## src/hw/rtl/mpsl_pkg.sv

```systemverilog
package mpsl_pkg;

    localparam int CoordW   = 32;
    localparam int DiffW    = 33;
    localparam int NormW    = 20;
    localparam int NormPad  = 19;
    localparam int BlenW    = 6;
    localparam int SqW      = 40;
    localparam int S2W      = 42;
    localparam int LookW    = 31;
    localparam int PrW      = 52;
    localparam int DotW     = 54;
    localparam int NhW      = 52;
    localparam int RrW      = 21;
    localparam int R3W      = 63;
    localparam int R3Shift  = 24;
    localparam int DvsrW    = 39;
    localparam int FracShift = 11;
    localparam int NumW     = 63;
    localparam int QW       = 30;
    localparam int RateW    = 32;
    localparam int NuW      = 16;
    localparam int RnW      = 49;
    localparam int PW       = 81;
    localparam int ProdW    = 111;
    localparam int ShW      = 76;
    localparam int TW       = 7;
    localparam int TBase    = 33;
    localparam int CfgIdxW  = 3;

    // round(2^8 * seconds per year / pi)
    localparam logic [31:0] Ypi = 32'd2571544592;

    localparam logic signed [LookW-1:0] LookA [3] =
        '{-31'sd661544442, -31'sd122610015, 31'sd836807768};
    localparam logic signed [LookW-1:0] LookB [3] =
        '{31'sd698412668, -31'sd128182712, 31'sd805425629};

    typedef logic [CfgIdxW-1:0] cfg_idx_t;

    localparam cfg_idx_t RegSourceEast  = 3'd0;
    localparam cfg_idx_t RegSourceNorth = 3'd1;
    localparam cfg_idx_t RegSourceDepth = 3'd2;
    localparam cfg_idx_t RegVolumeRate  = 3'd3;
    localparam cfg_idx_t RegPoisson     = 3'd4;
    localparam cfg_idx_t RegLookSelect  = 3'd5;

    typedef struct packed {
        logic             zero;
        logic [BlenW-1:0] blen;
        logic             nneg;
    } mpsl_side_t;

endpackage

```

## src/hw/rtl/mpsl_isqrt.sv

```systemverilog
module mpsl_isqrt
(
    input  logic                          clk,
    input  logic                          rst_n,
    input  logic                          en,
    input  logic                          in_valid,
    input  logic [mpsl_pkg::S2W-1:0]      in_s2,
    input  logic [mpsl_pkg::NhW-1:0]      in_nh,
    input  mpsl_pkg::mpsl_side_t          in_side,
    output logic                          out_valid,
    output logic [mpsl_pkg::RrW-1:0]      out_root,
    output logic [mpsl_pkg::S2W-1:0]      out_s2,
    output logic [mpsl_pkg::NhW-1:0]      out_nh,
    output mpsl_pkg::mpsl_side_t          out_side
);

    localparam int N  = mpsl_pkg::RrW;
    localparam int VW = mpsl_pkg::S2W;
    localparam int TrW = VW + 1;

    logic [N-1:0]         vld_reg;
    logic [VW-1:0]        rem_reg  [N];
    logic [N-1:0]         root_reg [N];
    logic [VW-1:0]        s2_reg   [N];
    logic [mpsl_pkg::NhW-1:0] nh_reg [N];
    mpsl_pkg::mpsl_side_t side_reg [N];

    logic [VW-1:0]        rem_src   [N];
    logic [N-1:0]         root_src  [N];
    logic [TrW-1:0]       trial     [N];
    logic [VW-1:0]        rem_next  [N];
    logic [N-1:0]         root_next [N];

    // one root bit per stage, remainder kept as s2 - root^2
    always_comb
    begin
        rem_src[0]  = in_s2;
        root_src[0] = '0;
        for (int k = 1; k < N; k++)
        begin
            rem_src[k]  = rem_reg[k-1];
            root_src[k] = root_reg[k-1];
        end
        for (int k = 0; k < N; k++)
        begin
            trial[k] = (TrW'(root_src[k]) << (N - k)) + (TrW'(1) << (2 * (N - 1 - k)));
            if ({1'b0, rem_src[k]} >= trial[k])
            begin
                rem_next[k]  = rem_src[k] - trial[k][VW-1:0];
                root_next[k] = root_src[k] | (N'(1) << (N - 1 - k));
            end
            else
            begin
                rem_next[k]  = rem_src[k];
                root_next[k] = root_src[k];
            end
        end
    end

    always_ff @(posedge clk or negedge rst_n)
    begin
        if (!rst_n)
        begin
            vld_reg <= '0;
        end
        else if (en)
        begin
            vld_reg <= {vld_reg[N-2:0], in_valid};
        end
    end

    always_ff @(posedge clk)
    begin
        if (en)
        begin
            s2_reg[0]   <= in_s2;
            nh_reg[0]   <= in_nh;
            side_reg[0] <= in_side;
            for (int k = 1; k < N; k++)
            begin
                s2_reg[k]   <= s2_reg[k-1];
                nh_reg[k]   <= nh_reg[k-1];
                side_reg[k] <= side_reg[k-1];
            end
            for (int k = 0; k < N; k++)
            begin
                rem_reg[k]  <= rem_next[k];
                root_reg[k] <= root_next[k];
            end
        end
    end

    assign out_valid = vld_reg[N-1];
    assign out_root  = root_reg[N-1];
    assign out_s2    = s2_reg[N-1];
    assign out_nh    = nh_reg[N-1];
    assign out_side  = side_reg[N-1];

endmodule

```

## config.mk

```make
export PLATFORM = sky130hd
export DESIGN_NAME = mpsl_isqrt
export DESIGN_NICKNAME = d
export VERILOG_FILES = /design/src/hw/rtl/mpsl_pkg.sv /design/src/hw/rtl/mpsl_isqrt.sv
export SDC_FILE = /design/constraint.sdc
export NUM_CORES = 2
export LEC_CHECK = 0
export BUFFER_PORTS_ARGS = -buffer_cell sky130_fd_sc_hd__buf_2
export CORE_MARGIN = 2
export CORE_UTILIZATION = 46
export CTS_BUF_LIST = sky130_fd_sc_hd__clkbuf_8
export DETAILED_ROUTE_END_ITERATION = 6
export GPL_TIMING_DRIVEN = 0
export SETUP_SLACK_MARGIN = 0.02
export SLEW_MARGIN = 10
export SYNTH_ARGS = -nofsm -noshare
export SYNTH_HDL_FRONTEND = slang
export SYNTH_SLANG_ARGS = --single-unit
```

## constraint.sdc

```tcl
create_clock -name clk -period 4.3 [get_ports clk]
set_input_delay 0.43 -clock clk [delete_from_list [all_inputs] [get_ports clk]]
set_output_delay 0.43 -clock clk [all_outputs]
set_load 0.01 [all_outputs]
```

# [Word level (Yosys, flattened, before mapping)]
# Memories as Yosys holds them, arrays and structs flattened.
# Index checks and enable logic that the tools add are counted.
[word_totals] reg_bits=21 ram_bits=3465 in_bits=106 out_inout_bits=124 elab_cells=112 mem_count=5
[mem_list] name="nh_reg" words=21 word_bits=52 read_ports=21 rd_clocked_by_memory_dff=0 wr=21 line="mpsl_isqrt.sv:25" text="logic [mpsl_pkg::NhW-1:0] nh_reg [N];"
[mem_list] name="rem_reg" words=21 word_bits=42 read_ports=20 rd_clocked_by_memory_dff=0 wr=21 line="mpsl_isqrt.sv:22" text="logic [VW-1:0] rem_reg [N];"
[mem_list] name="s2_reg" words=21 word_bits=42 read_ports=21 rd_clocked_by_memory_dff=0 wr=21 line="mpsl_isqrt.sv:24" text="logic [VW-1:0] s2_reg [N];"
[mem_list] name="root_reg" words=21 word_bits=21 read_ports=21 rd_clocked_by_memory_dff=0 wr=21 line="mpsl_isqrt.sv:23" text="logic [N-1:0] root_reg [N];"
[mem_list] name="side_reg" words=21 word_bits=8 read_ports=21 rd_clocked_by_memory_dff=0 wr=21 line="mpsl_isqrt.sv:26" text="mpsl_pkg::mpsl_side_t side_reg [N];"
[op_classes] addsub=41 n_lt_le_gt_ge=21 mux=44
[ops] operator="$mux W42" n=21
[ops] operator="$add A41 B39 Y42 const B" n=1
[ops] operator="$ge A42 B23 Y1" n=1
[ops] operator="$ge A42 B24 Y1" n=1
[ops] operator="$ge A42 B25 Y1" n=1
[ops] operator="$ge A42 B26 Y1" n=1
[ops] operator="$ge A42 B27 Y1" n=1
[ops] operator="$ge A42 B28 Y1" n=1
[ops] operator="$ge A42 B29 Y1" n=1
[ops] operator="$ge A42 B30 Y1" n=1
[ops] operator="$ge A42 B31 Y1" n=1
[ops] operator="$ge A42 B32 Y1" n=1
[ops] operator="$ge A42 B33 Y1" n=1
[ops] operator="$ge A42 B34 Y1" n=1
[ops] operator="$ge A42 B35 Y1" n=1
[ops] operator="$ge A42 B36 Y1" n=1
[ops] operator="$ge A42 B37 Y1" n=1
[ops] operator="$ge A42 B38 Y1" n=1
[ops] operator="$ge A42 B39 Y1" n=1
[ops] operator="$ge A42 B40 Y1" n=1
[ops] operator="$ge A42 B41 Y1" n=1
[ops] operator="$ge A42 B41 Y1 const B" n=1
[ops] operator="$ge A42 B42 Y1" n=1
[ops] operator="$sub A42 B23 Y42" n=1
[ops] operator="other kinds (60)" n=62

# [Longest topological paths before layout]
# An unclocked memory read counts as a cell.
[depth] ltp_word=4 ltp_mapped=13 ltp_nobuf=11

# [Worst setup path before layout]
# OpenSTA, ideal clock, no wires.
[synth_path] kind="flip-flop to flip-flop" from="memory rem_reg[4][88] in the netlist's numbering" to="memory rem_reg[4][143] in the netlist's numbering, data pin" setup_ps=262 arrival_time_ps=2955 required_time_ps=4038 setup_slack_ps=1083 path_stages_with_launch=10 path_buffers=2 synth_period_minus_slack_ps=3217 path_cell_list="edfxtp_1 ha_1 nor2b_1 o31a_1 o41ai_1 o211ai_1 a211o_1 buf_2 buf_1 mux2_1"
[synth_rtl] element="start, declared" line="mpsl_isqrt.sv:22"

==> results.yml <==
run_status:
  status: "finished clean"
finish:
  stdcell_area_um2: 119000
  synthToLayoutAreaGrowth_pct: 14.8
  layout.nets: 6989
  drive_gt1_share_pct: 12.9
  largest_reg_flops: 1092
  fin_util_pct: 53.3
placed_design:
  dp_slack_ns: -0.341
  hpwl_mm: 104
  routabilityCongestion: 0.866
  dpl_cell_area_um2: 109000
  io_buffers: 229
synthesis:
  synth.avg_cell_area_um2: 18.0
  synth_top_area_cell: "edfxtp_1"
  synth_area_leaders: "edfxtp_1 81%, ha_1 3.0%, xnor2_1 1.5%"
  synth_top_flop_cell: "edfxtp_1"
  synth.top_cell.area_share_pct: 81.2
  synth_nets: 6085
  synth_cell_types: 80
  yosysSeqAreaShare_pct: 81.7
  synthArstFlopShare_pct: 0.746
  yosysWarnings: 0
  syn_area_um2: 103000
  ys_seq_elements: 2814
  synth-edff-count: 2793
  netlist_instances: 5731
timing:
  max_freq_mhz: 243
  final.min_clock_period_ns: 4.11
  fin_skew_ns: 0.0999
  drv_slew: 0
  hold_ws_ns: 0.155
  worstMarginPinSlew_ns: 1.26
  fin_crit_sh_pct: 95.6
  setup_violations: 0
  maxSlewHeadroom_pct: 15.3
  setup_slack_ns: 0.188
  final_hold_viol_count: 0
  rsz0062_at_grt: "no"
power_and_ir_drop:
  ir_drop_v: 0.000399
  power.density_nw_per_um2: 503
  p_leak_uw: 0.0430
  power_uw: 59700
detailed_routing:
  wirelength_mm: 164
  avgViaCountPerCell: 4.93
  vias: 49000
  drt_iter0_drc: 3309
  drc_errors: 0
  wl_met1_mm: 64.3
  dr.pass1.iters: 5
  top_layer_used: "met4"
  route.met2.wl_mm: 84.9
  antenna_left: 0
  wl_met3_mm: 7.12
  wl_per_cell_um: 16.5
global_routing:
  overflow: 0
  antenna_found_initial: 1
  grt_pass1_wl_mm: 260
  grt_max_degree: 168
  grt_pass1_vias: 50500
  grt_util_all_layers_pct: 14.2
clocking:
  cts_tree: "built"
  clk_transition_reported_paths_ns: 0.06
  clock_latency_ns: 1.06
  cts_buffers: 453
  post_cts_buffers: 0
  cts.sinks: 2814
  root_buffer: "clkbuf_8"
  cts.path.max_buffers: 4
  h-tree-depth: 5
die:
  die_x_um: 478
  design.portCount: 230
  row_count: 173
  die_height_um: 478
  dieArea_um2: 228000
  core_area_um2: 223000
  initial_utilization_pct: 46.4
setup_path:
  path_max_fanout: 10
  end_kind: "flop"
  worstPathRequired_ns: 5.00
  worstSetupPathType: "reg2reg"
  worst_ep_arrival_time_ns: 4.81
  cp-start-kind: "flop"
run:
  drv_cap: 0
worst_hold_path:
  hold_class: "in2reg"
## worst max-delay path, cell delays in order, from the launching register on
cell and delay, ns:
edfxtp_1 0.39, ha_1 0.37, nor2b_1 0.23, o31a_1 0.24
o21bai_1 0.16, a21o_1 0.23, a211oi_1 0.52, nor2_1 0.35
inv_2 0.11, clkbuf_1 0.52, clkbuf_1 0.50, a21oi_1 0.15
## layer usage
metal,track usage [%],up-vias
met1,15.6,23600
met4,7.46,0
met2,25.3,1055
met5,0,-
li1,-,23900
met3,3.45,426
## path summary, 6_finish.rpt
path,startpoint,slack (ns),endpoint,cells past startpoint
max reg2reg,rem_reg[3][16]$_DFFE_PP_,0.19,rem_reg[3][67]$_DFFE_PP_,11
min in group asynchronous,rst_n,0.62,vld_reg[7]$_DFFE_PN0P_,3
max,rem_reg[3][16]$_DFFE_PP_,0.19,rem_reg[3][67]$_DFFE_PP_,11
min reg2reg,s2_reg[1][315]$_DFFE_PP_,0.35,s2_reg[2][21]$_DFFE_PP_,0
max in group asynchronous,rst_n,3.12,vld_reg[6]$_DFFE_PN0P_,3
min,in_nh[44],0.15,nh_reg[0][44]$_DFFE_PP_,2
## power breakdown
part	switching, µW	total (µW)	leakage [µW]	internal (µW)
combinational	3240	5550	0.0111	2310
sequential	1140	34100	0.0274	33000
clock	9650	20000	0.00456	10400
## synthesized netlist by cell type, types with 10 or more instances
library cell / count
a211o_1: 11
a211oi_1: 26
a21o_1: 74
a21oi_1: 228
a31oi_1: 23
and2_1: 13
buf_4: 42
clkbuf_1: 56
dfrtp_1: 21
edfxtp_1: 2793
ha_1: 248
inv_1: 285
mux2_1: 18
mux2_2: 36
nand2_1: 221
nand2b_1: 59
nand3_1: 70
nand3b_1: 15
nand4_1: 51
nand4b_1: 18
nor2_1: 284
nor2b_1: 33
nor3_1: 99
nor4_1: 133
nor4b_1: 20
o211ai_1: 25
o21a_1: 61
o21ai_0: 124
o21ai_1: 35
o21bai_1: 14
o31a_1: 10
o31ai_1: 26
or2_2: 18
or3_1: 35
or4_1: 35
xnor2_1: 175
xor2_1: 168
## layout by cell type (no fill, tap or decap), types with 26 or more instances in the layout
master / count
a21o_1: 74
a21oi_1: 228
buf_2: 235
buf_4: 42
clkbuf_1: 55
clkbuf_8: 460
clkinv_1: 112
clkinv_2: 36
dlygate4sd3_1: 203
edfxtp_1: 2793
ha_1: 248
inv_1: 427
mux2_2: 36
nand2_1: 221
nand2b_1: 59
nand3_1: 70
nand4_1: 51
nor2_1: 284
nor2b_1: 33
nor3_1: 99
nor4_1: 130
o21a_1: 61
o21ai_0: 124
o21ai_1: 35
o31ai_1: 26
or3_1: 35
or4_1: 35
xnor2_1: 175
xor2_1: 168
## metrics by stage
stage	cells	TNS, ns
floorplan	5731	0
global placement	8935	-
detailed placement	8953	-3.92
CTS	9930	0
global route	9932	0
finish	9932	0
## layout make-up
cell class	instances	area, µm²
fillers	17500	104000
clock inverters	315	1540
well taps	2975	3720
flip-flops and latches	2814	84400
repair buffers	450	3690
multi-input cells	2517	17300
diodes	2	5.00
plain buffers	109	577
clock buffers	460	6330
inverters	290	1090
## cell families after synthesis
family	count (synthesis)	synth area share, %
AO/OA/AOI/OAI	726	4.42
XOR/XNOR	343	2.91
adder cells (fa/ha/maj)	248	3.00
buffers and inverters	400	1.61
flip-flops	2814	81.7
multiplexers	58	0.627
AND/OR/NAND/NOR	1142	5.73
## what timing repair did
action | CTS | global route
gates resized for setup | 5 | 3
hold buffers | 203 | 0
setup endpoints to repair | 47 | 8
cloned | 0 | 0
endpoints found under the hold margin | 197 | 0
No activity file was read; power rests on OpenSTA's default activity.
